## src/lfr_pkg.sv

```systemverilog
// Package for the literal find-and-replace stream block.
// Word types, configuration register indexes and shared constants.
// No dependencies.
package lfr_pkg;

  localparam int LEN_W           = 4;
  localparam int CFG_W           = 64;
  localparam int CFG_IDX_W       = 2;
  localparam int DEF_MAX_PATTERN = 8;
  localparam int DEF_MAX_REPLACE = 8;
  localparam int JOBQ_DEPTH      = 2;

  localparam logic [7:0] NEWLINE = 8'd10;

  typedef enum logic {
    CMD_DATA = 1'b0,
    CMD_END  = 1'b1
  } cmd_t;

  typedef enum logic [CFG_IDX_W-1:0] {
    CFG_SEARCH_LEN  = 2'd0,
    CFG_SEARCH_PAT  = 2'd1,
    CFG_REPLACE_LEN = 2'd2,
    CFG_REPLACE_TXT = 2'd3
  } cfg_idx_t;

  typedef struct packed {
    cmd_t       cmd;
    logic [7:0] data_byte;
  } in_word_t;

  typedef struct packed {
    logic [7:0] out_byte;
    logic       last;
  } out_word_t;

endpackage

```

## src/lfr_front.sv

```systemverilog
// Front end: configuration registers, match window and job builder.
// Turns each input word into at most one job of up to JOB_N output bytes.
// Depends on lfr_pkg.
module lfr_front import lfr_pkg::*; #(
  parameter  int MAX_PATTERN = DEF_MAX_PATTERN,
  parameter  int MAX_REPLACE = DEF_MAX_REPLACE,
  localparam int JOB_N       = (MAX_PATTERN > MAX_REPLACE) ? MAX_PATTERN : MAX_REPLACE,
  localparam int JW          = $clog2(JOB_N + 1)
) (
  input  logic                  clk,
  input  logic                  rst_n,
  input  logic                  cfg_we,
  input  logic [CFG_IDX_W-1:0]  cfg_idx,
  input  logic [CFG_W-1:0]      cfg_wdata,
  input  logic                  push,
  output logic                  full,
  input  in_word_t              in_word,
  output logic                  job_push,
  input  logic                  job_full,
  output logic [JOB_N-1:0][7:0] job_bytes,
  output logic [JW-1:0]         job_cnt
);

  localparam int CW = $clog2(MAX_PATTERN + 1);
  localparam int XW = LEN_W + 1;

  logic [LEN_W-1:0] slen_r;
  logic [CFG_W-1:0] spat_r;
  logic [LEN_W-1:0] rlen_r;
  logic [CFG_W-1:0] rtext_r;

  logic [7:0]       win_r   [MAX_PATTERN];
  logic [7:0]       win_nxt [MAX_PATTERN];
  logic [CW-1:0]    cnt_r, cnt_nxt;
  logic             open_r, open_nxt;

  logic [LEN_W-1:0] len, rlen;
  logic             is_end, is_nl, hit, use_rep, accept;
  logic [7:0]       bsel;
  logic [7:0]       cand [JOB_N];
  logic [7:0]       rep  [JOB_N];
  logic [XW-1:0]    c5, l5, k5, e5;
  logic [CW-1:0]    sh;

  always_comb begin
    len = slen_r;
    if (slen_r == '0) begin
      len = LEN_W'(1);
    end else if (slen_r > LEN_W'(MAX_PATTERN)) begin
      len = LEN_W'(MAX_PATTERN);
    end
    rlen = (rlen_r > LEN_W'(MAX_REPLACE)) ? LEN_W'(MAX_REPLACE) : rlen_r;

    is_end = (in_word.cmd == CMD_END);
    is_nl  = !is_end && (in_word.data_byte == NEWLINE);
    bsel   = (is_end || is_nl) ? NEWLINE : in_word.data_byte;

    for (int i = 0; i < JOB_N; i++) begin
      cand[i] = bsel;
      rep[i]  = 8'd0;
    end
    for (int i = 0; i < MAX_PATTERN; i++) begin
      if (CW'(i) < cnt_r) begin
        cand[i] = win_r[i];
      end
    end
    for (int i = 0; i < MAX_REPLACE; i++) begin
      rep[i] = rtext_r[8*i +: 8];
    end

    hit = 1'b1;
    for (int i = 0; i < MAX_PATTERN; i++) begin
      if (LEN_W'(i) < len && cand[i] != spat_r[8*i +: 8]) begin
        hit = 1'b0;
      end
    end

    c5 = XW'(cnt_r);
    l5 = XW'(len);
    k5 = c5 - l5 + XW'(2);
    e5 = (k5 >= c5) ? c5 : k5;

    sh       = '0;
    use_rep  = 1'b0;
    job_cnt  = '0;
    cnt_nxt  = cnt_r;
    open_nxt = open_r;

    if (is_end) begin
      job_cnt  = JW'(cnt_r) + JW'(open_r);
      cnt_nxt  = '0;
      open_nxt = 1'b0;
    end else if (is_nl) begin
      job_cnt  = JW'(cnt_r) + JW'(1);
      cnt_nxt  = '0;
      open_nxt = 1'b0;
    end else begin
      open_nxt = 1'b1;
      if (c5 >= l5) begin
        sh      = CW'(e5);
        job_cnt = JW'(e5);
        cnt_nxt = cnt_r + CW'(1) - CW'(e5);
      end else if (c5 + XW'(1) < l5) begin
        cnt_nxt = cnt_r + CW'(1);
      end else if (hit) begin
        use_rep = 1'b1;
        job_cnt = JW'(rlen);
        cnt_nxt = '0;
      end else begin
        sh      = CW'(1);
        job_cnt = JW'(1);
      end
    end

    for (int i = 0; i < MAX_PATTERN; i++) begin
      win_nxt[i] = win_r[i];
      for (int j = 0; j < MAX_PATTERN; j++) begin
        if ((CW + 1)'(j) == (CW + 1)'(i) + (CW + 1)'(sh)) begin
          win_nxt[i] = cand[j];
        end
      end
    end

    for (int i = 0; i < JOB_N; i++) begin
      job_bytes[i] = use_rep ? rep[i] : cand[i];
    end
  end

  assign full     = job_full;
  assign accept   = push && !job_full;
  assign job_push = accept && (job_cnt != '0);

  always_ff @(posedge clk) begin
    if (!rst_n) begin
      slen_r  <= LEN_W'(1);
      spat_r  <= '0;
      rlen_r  <= '0;
      rtext_r <= '0;
      cnt_r   <= '0;
      open_r  <= 1'b0;
    end else begin
      if (cfg_we) begin
        case (cfg_idx)
          CFG_SEARCH_LEN:  slen_r  <= cfg_wdata[LEN_W-1:0];
          CFG_SEARCH_PAT:  spat_r  <= cfg_wdata;
          CFG_REPLACE_LEN: rlen_r  <= cfg_wdata[LEN_W-1:0];
          CFG_REPLACE_TXT: rtext_r <= cfg_wdata;
          default: begin
          end
        endcase
      end
      if (accept) begin
        cnt_r  <= cnt_nxt;
        open_r <= open_nxt;
      end
    end
  end

  always_ff @(posedge clk) begin
    if (accept) begin
      for (int i = 0; i < MAX_PATTERN; i++) begin
        win_r[i] <= win_nxt[i];
      end
    end
  end

endmodule

```

## src/lfr_jobq.sv

```systemverilog
// Short job queue between the front end and the byte serializer.
// Accepts a push and a pop in the same cycle.
// Depends on lfr_pkg.
module lfr_jobq import lfr_pkg::*; #(
  parameter int W     = 8,
  parameter int DEPTH = JOBQ_DEPTH
) (
  input  logic         clk,
  input  logic         rst_n,
  input  logic         wr_en,
  output logic         q_full,
  input  logic [W-1:0] wr_data,
  input  logic         rd_en,
  output logic         q_empty,
  output logic [W-1:0] rd_data
);

  localparam int PW = (DEPTH > 1) ? $clog2(DEPTH) : 1;
  localparam int NW = $clog2(DEPTH + 1);

  logic [W-1:0]  mem_r [DEPTH];
  logic [PW-1:0] wp_r, wp_nxt, rp_r, rp_nxt;
  logic [NW-1:0] num_r, num_nxt;
  logic          do_wr, do_rd;

  assign q_full  = (num_r == NW'(DEPTH));
  assign q_empty = (num_r == '0);
  assign do_wr   = wr_en && !q_full;
  assign do_rd   = rd_en && !q_empty;
  assign rd_data = mem_r[rp_r];

  always_comb begin
    wp_nxt  = wp_r;
    rp_nxt  = rp_r;
    num_nxt = num_r;
    if (do_wr) begin
      wp_nxt = (wp_r == PW'(DEPTH - 1)) ? '0 : wp_r + PW'(1);
    end
    if (do_rd) begin
      rp_nxt = (rp_r == PW'(DEPTH - 1)) ? '0 : rp_r + PW'(1);
    end
    if (do_wr && !do_rd) begin
      num_nxt = num_r + NW'(1);
    end else if (do_rd && !do_wr) begin
      num_nxt = num_r - NW'(1);
    end
  end

  always_ff @(posedge clk) begin
    if (!rst_n) begin
      wp_r  <= '0;
      rp_r  <= '0;
      num_r <= '0;
    end else begin
      wp_r  <= wp_nxt;
      rp_r  <= rp_nxt;
      num_r <= num_nxt;
    end
  end

  always_ff @(posedge clk) begin
    if (do_wr) begin
      mem_r[wp_r] <= wr_data;
    end
  end

endmodule

```

## src/lfr_back.sv

```systemverilog
// Back end: holds one job and hands out its bytes one word per pop.
// Marks the final byte of each job with last.
// Depends on lfr_pkg.
module lfr_back import lfr_pkg::*; #(
  parameter  int JOB_N = DEF_MAX_PATTERN,
  localparam int JW    = $clog2(JOB_N + 1)
) (
  input  logic                  clk,
  input  logic                  rst_n,
  input  logic                  q_empty,
  output logic                  q_pop,
  input  logic [JOB_N-1:0][7:0] q_bytes,
  input  logic [JW-1:0]         q_cnt,
  input  logic                  pop,
  output logic                  empty,
  output out_word_t             out_word
);

  localparam int IW = (JOB_N > 1) ? $clog2(JOB_N) : 1;

  logic                  valid_r;
  logic [JOB_N-1:0][7:0] bytes_r;
  logic [JW-1:0]         cnt_r;
  logic [IW-1:0]         idx_r;
  logic                  is_last, step, done, load;

  assign is_last = (JW'(idx_r) + JW'(1)) == cnt_r;
  assign step    = valid_r && pop;
  assign done    = step && is_last;
  assign load    = (!valid_r || done) && !q_empty;
  assign q_pop   = load;
  assign empty   = !valid_r;

  always_comb begin
    out_word.out_byte = bytes_r[idx_r];
    out_word.last     = is_last;
  end

  always_ff @(posedge clk) begin
    if (!rst_n) begin
      valid_r <= 1'b0;
      idx_r   <= '0;
    end else if (load) begin
      valid_r <= 1'b1;
      idx_r   <= '0;
    end else if (done) begin
      valid_r <= 1'b0;
    end else if (step) begin
      idx_r <= idx_r + IW'(1);
    end
  end

  always_ff @(posedge clk) begin
    if (load) begin
      bytes_r <= q_bytes;
      cnt_r   <= q_cnt;
    end
  end

endmodule

```

## src/literal_find_replace_stream_top.sv

```systemverilog
// Top level of the streaming literal find-and-replace block.
// Instantiates lfr_front, lfr_jobq and lfr_back; depends on lfr_pkg.
//
//   Channel  Handshake          Payload
//   input    push / full        in_word  (cmd, data_byte)
//   result   empty / pop        out_word (out_byte, last)
//   config   cfg_we             cfg_idx, cfg_wdata
//
// The front end takes one word per cycle while full is low, builds any job from it combinationally
// and writes it into the job queue as the word is accepted. The back end delivers one byte per cycle
// while pop is high. The input stalls only while the two-entry job queue is full.
// Reset is synchronous: registers take their reset values and the window is empty.
module literal_find_replace_stream_top import lfr_pkg::*; #(
  parameter int MAX_PATTERN = DEF_MAX_PATTERN,
  parameter int MAX_REPLACE = DEF_MAX_REPLACE
) (
  input  logic                 clk,
  input  logic                 rst_n,
  input  logic                 push,
  output logic                 full,
  input  in_word_t             in_word,
  output logic                 empty,
  input  logic                 pop,
  output out_word_t            out_word,
  input  logic                 cfg_we,
  input  logic [CFG_IDX_W-1:0] cfg_idx,
  input  logic [CFG_W-1:0]     cfg_wdata
);

  localparam int JOB_N = (MAX_PATTERN > MAX_REPLACE) ? MAX_PATTERN : MAX_REPLACE;
  localparam int JW    = $clog2(JOB_N + 1);
  localparam int QW    = JOB_N * 8 + JW;

  logic                  job_push, job_full, q_empty, q_pop;
  logic [JOB_N-1:0][7:0] job_bytes, q_bytes;
  logic [JW-1:0]         job_cnt, q_cnt;

  lfr_front #(
    .MAX_PATTERN(MAX_PATTERN),
    .MAX_REPLACE(MAX_REPLACE)
  ) u_front (
    .clk      (clk),
    .rst_n    (rst_n),
    .cfg_we   (cfg_we),
    .cfg_idx  (cfg_idx),
    .cfg_wdata(cfg_wdata),
    .push     (push),
    .full     (full),
    .in_word  (in_word),
    .job_push (job_push),
    .job_full (job_full),
    .job_bytes(job_bytes),
    .job_cnt  (job_cnt)
  );

  lfr_jobq #(
    .W    (QW),
    .DEPTH(JOBQ_DEPTH)
  ) u_jobq (
    .clk    (clk),
    .rst_n  (rst_n),
    .wr_en  (job_push),
    .q_full (job_full),
    .wr_data({job_cnt, job_bytes}),
    .rd_en  (q_pop),
    .q_empty(q_empty),
    .rd_data({q_cnt, q_bytes})
  );

  lfr_back #(
    .JOB_N(JOB_N)
  ) u_back (
    .clk     (clk),
    .rst_n   (rst_n),
    .q_empty (q_empty),
    .q_pop   (q_pop),
    .q_bytes (q_bytes),
    .q_cnt   (q_cnt),
    .pop     (pop),
    .empty   (empty),
    .out_word(out_word)
  );

endmodule
```

## config.mk

```make
export PLATFORM = sky130hd
export DESIGN_NAME = literal_find_replace_stream_top
export DESIGN_NICKNAME = d
export VERILOG_FILES = /design/src/lfr_pkg.sv /design/src/lfr_front.sv /design/src/lfr_jobq.sv /design/src/lfr_back.sv /design/src/literal_find_replace_stream_top.sv
export SDC_FILE = /design/constraint.sdc
export NUM_CORES = 1
export LEC_CHECK = 0
export BUFFER_PORTS_ARGS = -buffer_cell sky130_fd_sc_hd__clkbuf_2
export CAP_MARGIN = 5
export CORE_AREA = 2 2 242 244
export CTS_BUF_LIST = sky130_fd_sc_hd__clkbuf_16
export DETAILED_ROUTE_END_ITERATION = 6
export DIE_AREA = 0 0 244 246
export GPL_TIMING_DRIVEN = 0
export SETUP_SLACK_MARGIN = 0.3
export SKIP_CTS_REPAIR_TIMING = 1
export SLEW_MARGIN = 25
export SYNTH_ARGS = -nofsm -noshare
export SYNTH_HDL_FRONTEND = slang
export SYNTH_HIERARCHICAL = 1
export SYNTH_SLANG_ARGS = --single-unit
```

## constraint.sdc

```tcl
create_clock -name clk -period 7 [get_ports clk]
set_input_delay 0.35 -clock clk [delete_from_list [all_inputs] [get_ports clk]]
set_output_delay 0.35 -clock clk [all_outputs]
set_load 0.05 [all_outputs]
```

# Word level (Yosys, flattened, before mapping)
# Memories as Yosys holds them, arrays and structs flattened. A register that Yosys moved wholly into a read port is not among the register bits.
# Index checks and enable logic that the tools add are counted.
dict set report word_totals {
  regBits 149
  ram_bits 200
  in_bits 80
  output_inout_bits 11
  word_cells 301
  memories 2
}
dict set report classes {
  addsub 19
  magnitude_cmp 22
  eq_ne 70
  n_mux 127
  bitwise 2
  reduce_logical 48
}
# memory depth word_bits read_ports rd_ports_with_merged_regs write_ports line_no
set memory_table {}
lappend memory_table {u_jobq.mem_r 2 68 1 1 1 lfr_jobq.sv:21} ;# logic [W-1:0] mem_r [DEPTH];
lappend memory_table {u_front.win_r 8 8 8 0 8 lfr_front.sv:32} ;# logic [7:0] win_r [MAX_PATTERN];
# cell n
set ops {}
lappend ops {{$mux 8} 82}
lappend ops {{$eq 3x5->1 const A} 28}
lappend ops {{$mux 4} 18}
lappend ops {{$eq 2x5->1 const A} 14}
lappend ops {{$ne 8x8->1} 8}
lappend ops {{$logic_not 5->1} 8}
lappend ops {{$eq 1x5->1 const A} 7}
lappend ops {{$lt 3x4->1 const A} 8}
lappend ops {{$bmux 8 s3} 1}
lappend ops {{$mux 1} 24}
lappend ops {{$add 3x4->5 const A} 4}
lappend ops {{$logic_and 1x1->1} 18}
lappend ops {{$eq 3x4->1 const A} 4}
lappend ops {{$lt 1x4->1 const A} 4}
lappend ops {{$lt 2x4->1 const A} 4}
lappend ops {{$reduce_and 2->1} 6}
lappend ops {{$add 2x4->5 const A} 2}
lappend ops {{$eq 2x4->1 const A} 2}
lappend ops {{$eq 8x4->1 const B} 1}
lappend ops {{$gt 4x4->1 const B} 2}
lappend ops {{$eq 2x2->1 const B} 3}
lappend ops {{$logic_not 1->1} 6}
lappend ops {{$add 1x4->5 const A} 1}
lappend ops {{$add 4x1->5 const B} 1}
lappend ops {{26 further kinds} 32}

# Longest topological paths before layout
# Gate-level depths: netlist of run 1.
dict set report depth {
  word_depth 30
  ltp_mapped 27
}

# By module
# Netlist of run 1, hierarchy kept.
# module n_inst cells_per_inst area_per_inst_um2
set modules_own_cells {}
lappend modules_own_cells {lfr_front 1 2147 16326.9}
lappend modules_own_cells {lfr_jobq 1 237 5217.5}
lappend modules_own_cells {lfr_back 1 131 2829.0}

# Least setup slack after synthesis of run 1
# Ideal clock, no wire load.
dict set report synth_timing {
  path_type {reg-to-reg}
  startpoint {reg u_front.slen_r[3]}
  endpoint {mem u_jobq/mem_r[0][0] in the netlist's numbering (enable)}
  setup_time_ps 483
  t_arrival_ps 6991
  t_required_ps 6517
  path_slack_ps -474
  stages_incl_launch_ff 22
  n_path_buf 3
  path_cell_list {dfxtp_1 inv_1 nand2_1 inv_1 ha_1 inv_1 ha_1 fa_1 ha_1 or2_2 o311ai_2 and4_1 o21ai_1 inv_1 buf_1 clkbuf_1 buf_1 a221oi_1 nand2_1 o41a_1 inv_1 nor3_2}
}
dict set report synth_via {
  elab_chain_len 23
  word_cells_on_any_way 44
  cone_classes {2 x add/sub; 12 x order compare; 18 x mux; 12 x reduce/logical}
}
# item line_no
set synth_lines {}
lappend synth_lines {{from (decl)} lfr_front.sv:27} ;# logic [LEN_W-1:0] slen_r;
lappend synth_lines {{from (signal assigned)} lfr_front.sv:144} ;# CFG_SEARCH_LEN: slen_r <= cfg_wdata[LEN_W-1:0];
lappend synth_lines {{$gt 4x4->1} lfr_front.sv:49} ;# end else if (slen_r > LEN_W'(MAX_PATTERN)) begin
lappend synth_lines {{$mux 4} lfr_front.sv:49}
lappend synth_lines {{$mux 4 *} lfr_front.sv:47} ;# if (slen_r == '0) begin
lappend synth_lines {{$lt 1x4->1} lfr_front.sv:73} ;# if (LEN_W'(i) < len && cand[i] != spat_r[8*i +: 8]) begin
lappend synth_lines {{$logic_and 1x1->1} lfr_front.sv:73}
lappend synth_lines {{$mux 1 (8 in series)} lfr_front.sv:73}
lappend synth_lines {{$mux 4} lfr_front.sv:105} ;# end else if (hit) begin
lappend synth_lines {{$mux 4} lfr_front.sv:103} ;# end else if (c5 + XW'(1) < l5) begin
lappend synth_lines {{(+2 left out)} -}
lappend synth_lines {{$mux 4 *} lfr_front.sv:89} ;# if (is_end) begin
lappend synth_lines {{via job_cnt[1]} literal_find_replace_stream_top.sv:36} ;# logic [JW-1:0] job_cnt, q_cnt;
lappend synth_lines {{$reduce_bool 4->1 *} lfr_front.sv:131} ;# assign job_push = accept && (job_cnt != '0);
lappend synth_lines {{$logic_and 1x1->1 *} lfr_front.sv:131}
lappend synth_lines {{via job_push} literal_find_replace_stream_top.sv:34} ;# logic job_push, job_full, q_empty, q_pop;
lappend synth_lines {{$logic_and 1x1->1 *} lfr_jobq.sv:28} ;# assign do_wr = wr_en && !q_full;
lappend synth_lines {{$mux 1 *} lfr_jobq.sv:62} ;# if (do_wr) begin
lappend synth_lines {{$mux 1 (not written as such) *} lfr_jobq.sv:63} ;# mem_r[wp_r] <= wr_data;
lappend synth_lines {{to (decl)} lfr_jobq.sv:21}
# The timed path passes the listed nets; every way through them passes the cells marked *.

==> results by group, run 1 <==
Floorplan
  • Die footprint: 60,000 um^2
  • Initial Util: 0.425
  • Die width: 244 um
  • Core area: ~57,000 um^2
  • Die extent in y: 246 um
  • Ports: 91
  • # rows: 88

Routing
  • DR pass1 iterations: 7
  • DR vias: 22,936
  • Routed Antenna Nets: 0
  • Routed Wire Length: ~120,000 um
  • Initial DRC Count: around 2,800
  • Wire per inst: 34.9 um
  • DRC errors left: 9
  • Post-DR vias/cell: 6.52

Final layout
  • Fillers: roughly 5,300
  • Multi-input gate area: 12,800 um^2
  • Final cell utilization of the core: 0.495
  • Area grow syn2layout: 16.5%
  • Layout cells sized above 1: 0.209
  • Sequential Area: 11,100 um^2
  • Fin nets: 2,823
  • Final Cell Area: 28,400 um^2
  • Finished Layout Cells: 3,516

Setup path
  • Reg2Reg Setup Slack: 0.37 ns
  • FF-to-FF Start: u_front/slen_r[3]$_SDFFE_PN0P_
  • Worst reg2reg path depth: 18
  • Critical path fanouts, max: 10
  • Setup CP Type: register to register
  • Crit end category: register
  • WP data arrival: about 7 ns
  • Crit start category: register
  • Req. time, crit path: 7.34 ns
  • Reg2reg end: u_front/win_r[0][7]$_DFFE_PP_

CTS
  • Clk Latency, worst-skew pair: 0.59 ns
  • Clock buffer depth: 3
  • Worst-path clk slew: 0.06 ns
  • Root buf cell: clkbuf_16
  • H-tree depth: 2
  • Cts bufs inserted: 44
  • CTS tree: done
  • Clk sink count: 418

Synthesis
  • Syn Inst Count: approximately 2,500
  • Synth cell types: approximately 100
  • Primary FF master, synth: edfxtp_1
  • Most area-hungry cell type in the Yosys netlist: edfxtp_1
  • Yosys reg bits: between 400 and 500
  • Async SR Flop Fraction: 0
  • Post-synth EDFFs: 268
  • Mapped Nets: 2,628
  • Register area share after synthesis: 0.453
  • Post-synth top area share: 0.330
  • Main area contributors after synthesis: edfxtp_1 (33%), dfxtp_1 (12%), nand2_1 (6.4%)
  • Synth Cell Area: approximately 24,000 um^2
  • Syn Area/Cell: 9.69 um^2
  • YS warnings: 6

Pwr
  • P per Cell Area: 284 nW/um^2
  • Clock power share: 0.283
  • Logic pwr share: 0.297
  • Total net switching power: 0.00278 W
  • Worst VDD drop: between 200 and 300 uV
  • Seq pwr share: 0.420
  • Switching Share: 0.345
  • Static leakage: 10.1 nW
  • Int Power: 0.00528 W

Placement
  • DP Cell Count: 3,398
  • Final GP Congestion: 1.11
  • I/O Buffers: 90
  • Area after DPL: 26,300 um^2
  • Hpwl dp: around 95,000 um

Global routing
  • Pin count of the biggest net entering global routing: 47
  • First-pass GRT wire length: around 170,000 um
  • GRT overflow: 0
  • Vias in the first global route: roughly 22,000
  • Initial antenna violation count: 7
  • GRT Util Overall: 0.404

Timing
  • Fin crit share: 0.947
  • Relative slew slack: 0.204
  • Clock Skew: 0.0264 ns
  • Final Max Slew Viols: 0
  • WHS: between 0.02 and 0.025 ns
  • Fin. Hold Viols: 0
  • Worst Tran Pin Value: 1.19 ns
  • Setup TNS: 0 ns
  • Post-route minimum period: 6.63 ns
  • RSZ-0062 raised after global routing: true
  • Highest clock rate: 151 MHz
  • Final Setup Violations: 0

Hold path
  • Worst min-delay path class: primary input to register
  • Hold Crit Start: cfg_wdata[4]
  • Hold path cells: 3
  • Worst Hold Path EP: u_front/rtext_r[4]$_SDFFE_PN0P_

Run
  • Max Cap Viol: 0

Run status
  • Status: finished with violations
  • Failing checks: design-rule violations
## worst max-delay path by stage
stage                                           endpoint  slack (ns)                           start  depth (start not counted)
after global placement     u_jobq/mem_r[0][16]$_DFFE_PP_       -2.74  u_front/slen_r[3]$_SDFFE_PN0P_                         21
after floorplan             u_jobq/mem_r[0][0]$_DFFE_PP_        0.58  u_front/slen_r[3]$_SDFFE_PN0P_                         21
after detailed placement  u_front/win_r[0][25]$_DFFE_PP_       -2.48  u_front/slen_r[3]$_SDFFE_PN0P_                         24
final                      u_front/win_r[0][7]$_DFFE_PP_        0.37  u_front/slen_r[3]$_SDFFE_PN0P_                         18
after global routing       u_jobq/mem_r[0][20]$_DFFE_PP_        0.24   u_front/cnt_r[1]$_SDFFE_PN0P_                         21
after CTS                 u_front/win_r[0][29]$_DFFE_PP_       -2.52  u_front/slen_r[3]$_SDFFE_PN0P_                         24
## metrics by stage
stage,total power (W),setup slack (ns)
floorplan,0.00473,0.575
global placement,0.00559,-2.74
detailed placement,0.00569,-2.48
CTS,0.00796,-2.52
global route,0.00829,0.235
finish,0.00806,0.373
## placed cells by master, fill, tap and decap left out, types with 46 or more instances in the layout
cell type	Yosys	layout
clkbuf_1	103	86
nand2_1	415	413
clkbuf_2	1	100
edfxtp_1	268	268
clkbuf_16	0	46
buf_2	44	46
o21ai_0	158	139
dfxtp_1	150	148
a21oi_1	109	96
nor2_1	153	148
a21boi_0	138	136
o22ai_1	50	50
inv_1	56	66
mux2_2	110	110
## critical path: stages, from the launching register on
cell and delay, ns:
dfxtp_4 0.45, clkinvlp_4 0.22, nand2_4 0.15, inv_1 0.06, ha_1 0.29, inv_1 0.05, ha_1 0.21, fa_1 0.55
ha_1 0.24, or2_2 0.31, o311ai_2 0.15, nand3_1 0.21, mux2_2 0.44, clkbuf_1 0.90, nor2_1 0.45, nand3_1 0.47
clkbuf_1 0.66, a21oi_1 0.13, o221ai_1 0.42
## layout make-up
cell class,count,area share
Antenna cell,5,0.000441
Buffer,173,0.0299
Clock buffer,46,0.0405
Clock inverter,36,0.00877
Inverter,59,0.00806
Multi-Input combinational cell,1864,0.451
Sequential cell,418,0.389
Tap cell,765,0.0337
Timing Repair Buffer,150,0.0379
## cells by family (layout without fill, tap and decap cells)
kind of cell    after synthesis  in the layout  share of synthesized area
fa+ha+maj                    33             33                     0.0179
other cells                   0              5                          0
xor+xnor                     47             47                     0.0172
mux                         194            194                     0.0989
buf+inv                     233            464                     0.0419
compound gates              755            755                      0.211
simple gates                835            835                      0.160
flops                       418            418                      0.453
## power groups by stage
| stage | combinational (W) | clock (W) | sequential (W) |
|---|---|---|---|
| CTS | 0.00227 | 0.00231 | 0.00337 |
| finish | 0.00240 | 0.00228 | 0.00339 |
| detailed placement | 0.00226 | 0 | 0.00342 |
| floorplan | 0.00138 | 0 | 0.00334 |
| global placement | 0.00214 | 0 | 0.00345 |
| global route | 0.00249 | 0.00239 | 0.00341 |
## cells in the mapped netlist (all sizes together), types with 34 or more instances
cell type and n:
buf 70, nand2 416, clkbuf 104, nor3 45
inv 58, mux2i 48, nand3 34, dfxtp 150
a221oi 34, o22ai 50, mux2 130, edfxtp 268
nor2 154, a21oi 112, a21boi 140, o21ai 184
## state kept, by name (all words and copies together), names as in the netlist, named ones only
signal and cells:
u_jobq/mem_r 136, u_back/bytes_r 64, u_front/rtext_r 64, u_front/spat_r 64
u_front/win_r 64, u_back/cnt_r 4, u_front/cnt_r 4, u_front/rlen_r 4
u_front/slen_r 4, u_back/idx_r 3, u_jobq/num_r 2, u_back/valid_r 1
u_front/open_r 1, u_jobq/rp_r 1, u_jobq/wp_r 1
## layer usage
metal	vias up	wire length (um)	global-route usage
met5	-	14	0
met4	2	11500	0.317
met3	499	12100	0.0973
met2	1546	53800	0.624
met1	11114	45400	0.485
li1	9775	-	-
No activity file was read; power rests on OpenSTA's default activity.
==> inputs of run 2 (changes only) <==
--- a/config.mk
+++ b/config.mk
@@ -7,11 +7,14 @@
 export LEC_CHECK = 0
 export BUFFER_PORTS_ARGS = -buffer_cell sky130_fd_sc_hd__clkbuf_2
 export CAP_MARGIN = 5
+export CELL_PAD_IN_SITES_DETAIL_PLACEMENT = 1
+export CELL_PAD_IN_SITES_GLOBAL_PLACEMENT = 1
 export CORE_AREA = 2 2 242 244
 export CTS_BUF_LIST = sky130_fd_sc_hd__clkbuf_16
 export DETAILED_ROUTE_END_ITERATION = 6
 export DIE_AREA = 0 0 244 246
 export GPL_TIMING_DRIVEN = 0
+export PLACE_DENSITY_LB_ADDON = 0.1
 export SETUP_SLACK_MARGIN = 0.3
 export SKIP_CTS_REPAIR_TIMING = 1
 export SLEW_MARGIN = 25
==> constraint.sdc (replaced) <==
create_clock -name clk -period 8.2 [get_ports clk]
set_input_delay 0.41 -clock clk [delete_from_list [all_inputs] [get_ports clk]]
set_output_delay 0.41 -clock clk [all_outputs]
set_load 0.05 [all_outputs]
==> run 2 against run 1 <==
The run now ends clean. Core utilization decreased by 1.1 points. Non-clock buffer count decreased by 37. First-iteration DRC count decreased by 6.8%. Worst setup slack got worse by 0.17 ns. Fmax decreased by 17%. Critical path depth increased by 3. Critical path type unchanged. Critical endpoint is now u_front/win_r[1][16]$_DFFE_PP_.
==> results by group, run 2 (synthesis gave the netlist of run 1 again) <==
Timing
  • Worst Tran Pin Value: 1.24 ns
  • Fin. Hold Viols: 0
  • Setup TNS: 0 ns
  • Fin crit share: 0.975
  • Highest clock rate: 125 MHz
  • Final Setup Violations: 0
  • RSZ-0062 raised after global routing: false
  • Post-route minimum period: 8.00 ns
  • Final Max Slew Viols: 0
  • Clock Skew: approximately 0.036 ns
  • Relative slew slack: 0.175

CTS
  • Clk sink count: about 420
  • Root buf cell: clkbuf_16
  • Clock buffer depth: 3
  • Worst-path clk slew: 0.06 ns
  • CTS tree: done
  • Clk Latency, worst-skew pair: about 0.61 ns
  • H-tree depth: 2
  • Cts bufs inserted: between 40 and 50

Setup path
  • Crit start category: register
  • WP data arrival: between 8 and 9 ns
  • Reg2Reg Setup Slack: approximately 0.2 ns
  • CP Cell Sequence: inv_1 -> ha_1 -> inv_1 -> ha_1 -> fa_1 -> xor2_1 -> inv_1 -> ha_1 -> o311ai_2 -> and4_1 -> o21ai_2 -> clkbuf_2 -> clkbuf_2 -> ha_1 -> clkbuf_2 -> nor2_1 -> a22oi_2 -> or2_2 -> nor2_1 -> or4_1 -> a222oi_1
  • Crit path top cell by count: ha_1
  • Slowest Stage Delay on Critical Path: 0.87 ns
  • Req. time, crit path: between 8 and 9 ns
  • Setup CP Type: register to register
  • Critical path fanouts, max: 12
  • Worst reg2reg path depth: 21
  • Reg2reg end: u_front/win_r[1][16]$_DFFE_PP_
  • Slowest-stage cell, CP: dfxtp_1
  • Crit end category: register
  • FF-to-FF Start: u_front/cnt_r[1]$_SDFFE_PN0P_

Routing
  • DR vias: 23,248
  • Post-DR vias/cell: around 6.7
  • M1 WL: 49,300 um
  • Routed Wire Length: 129,000 um
  • DRC errors left: 0
  • Routed met3 length: 10,400 um
  • Initial DRC Count: 2,635
  • DR WL met2: 59,200 um
  • DR pass1 iterations: 6
  • Max Used Layer: met5
  • Routed Antenna Nets: 0
  • Wire per inst: 37.2 um

Floorplan
  • Ports: 91
  • # rows: just under 90
  • Initial Util: 0.425
  • Die footprint: 60,000 um^2
  • Die width: between 200 and 250 um
  • Die extent in y: 246 um
  • Core area: 57,400 um^2

Pwr
  • P per Cell Area: between 200 and 300 nW/um^2
  • Static leakage: 9.83 nW
  • Worst VDD drop: 211 uV

Placement
  • Area after DPL: 26,200 um^2
  • Hpwl dp: 98,700 um
  • I/O Buffers: 90
  • Final GP Congestion: approximately 1.1

Final layout
  • Final Cell Area: 27,800 um^2
  • Layout cells sized above 1: 0.183
  • Most frequent cells in the layout: nand2_1 (415), edfxtp_1 (268), nor2_1 (150)
  • Fin nets: 2,788
  • Fillers: 6,462
  • Max reg flops: around 140
  • Most common cell after layout, fill and taps aside: nand2_1
  • Final cell utilization of the core: 0.484
  • Largest Register: u_jobq/mem_r
  • Area grow syn2layout: 14.0%

Global routing
  • First-pass GRT wire length: 180,000 um
  • GRT Util Overall: 0.425
  • Pin count of the biggest net entering global routing: 50
  • GRT overflow: 0
  • Initial antenna violation count: 10
  • Vias in the first global route: 23,537

Hold path
  • Hold Crit Start: cfg_wdata[32]
  • Worst Hold Path EP: u_front/spat_r[32]$_SDFFE_PN0P_
  • Worst min-delay path class: primary input to register
  • Hold path cells: 3

Run
  • Max Cap Viol: 0

Run status
  • Status: complete, no violations
[run 2: changes by cell type in the layout (fill, tap and decap cells not counted), moves of 4 or more]
cell / previous run / this run
clkbuf_1: 86 / 92
clkbuf_4: 6 / 0
a21oi_1: 96 / 102
inv_1: 66 / 70
buf_4: 40 / 10
diode_2: 5 / 1
nor3_1: 34 / 39
o21ai_4: 5 / 1
mux2i_2: 0 / 5
buf_6: 26 / 19
mux2i_4: 8 / 1
[run 2: per-stage QoR]
stage | hold WS (ns) | setup WS [ns] | power [W] | std cells
final | 0.0679 | 0.204 | 0.00706 | 3479
after global placement | 0.446 | -3.14 | 0.00478 | 3370
after floorplan | 0.440 | 0.726 | 0.00404 | 2515
after CTS | 0.0534 | -1.50 | 0.00701 | 3478
after global routing | 0.0793 | 0.315 | 0.00722 | 3478
after detailed placement | 0.457 | -1.49 | 0.00490 | 3392
[run 2: report_power, final]
part | total (W) | switching (W) | internal [W] | leakage (nW)
clock network | 0.00208 | 0.000907 | 0.00118 | 0.793
registers | 0.00292 | 0.000205 | 0.00271 | 3.73
logic | 0.00206 | 0.00139 | 0.000665 | 5.31
[run 2: layout make-up]
type / count / area (um^2) / area share
Tap cell: 765 / 957 / 0.0344
Antenna cell: 1 / 2.50 / 0.0000901
Multi-Input combinational cell: 1864 / 12500 / 0.449
Buffer: 173 / 810 / 0.0291
Sequential cell: 418 / 11100 / 0.398
Clock inverter: 39 / 320 / 0.0115
Clock buffer: 47 / 1180 / 0.0423
Inverter: 59 / 225 / 0.00811
Timing Repair Buffer: 113 / 768 / 0.0276
[run 2: how the worst max path moves through the flow]
stage / start / end / slack, ns / cells past startpoint
6_report: u_front/cnt_r[1]$_SDFFE_PN0P_ / u_front/win_r[1][16]$_DFFE_PP_ / 0.20 / 21
5_1_grt: u_front/slen_r[3]$_SDFFE_PN0P_ / u_front/win_r[1][16]$_DFFE_PP_ / 0.31 / 23
4_1_cts: u_front/slen_r[3]$_SDFFE_PN0P_ / u_front/win_r[1][16]$_DFFE_PP_ / -1.50 / 24
3_5_place_dp: u_front/slen_r[3]$_SDFFE_PN0P_ / u_front/win_r[1][16]$_DFFE_PP_ / -1.49 / 24
3_3_place_gp: u_front/slen_r[3]$_SDFFE_PN0P_ / u_jobq/mem_r[0][32]$_DFFE_PP_ / -3.14 / 21
2_1_floorplan: u_front/slen_r[3]$_SDFFE_PN0P_ / u_jobq/mem_r[0][0]$_DFFE_PP_ / 0.73 / 21
[run 2: per-layer routing]
metal | vias to the layer above | global-route usage
li1 | 9685 | -
met1 | 11742 | 0.518
met2 | 1386 | 0.691
met3 | 429 | 0.0704
met4 | 6 | 0.292
met5 | - | 0
[run 2: worst max-delay path: cells and delay by family (launching register included)]
| kind | cells | cell delay, ns |
|---|---|---|
| xor+xnor | 1 | 0.27 |
| simple gates | 5 | 1.89 |
| flops | 1 | 0.87 |
| fa+ha+maj | 5 | 1.56 |
| buf+inv | 6 | 1.65 |
| compound gates | 4 | 1.52 |
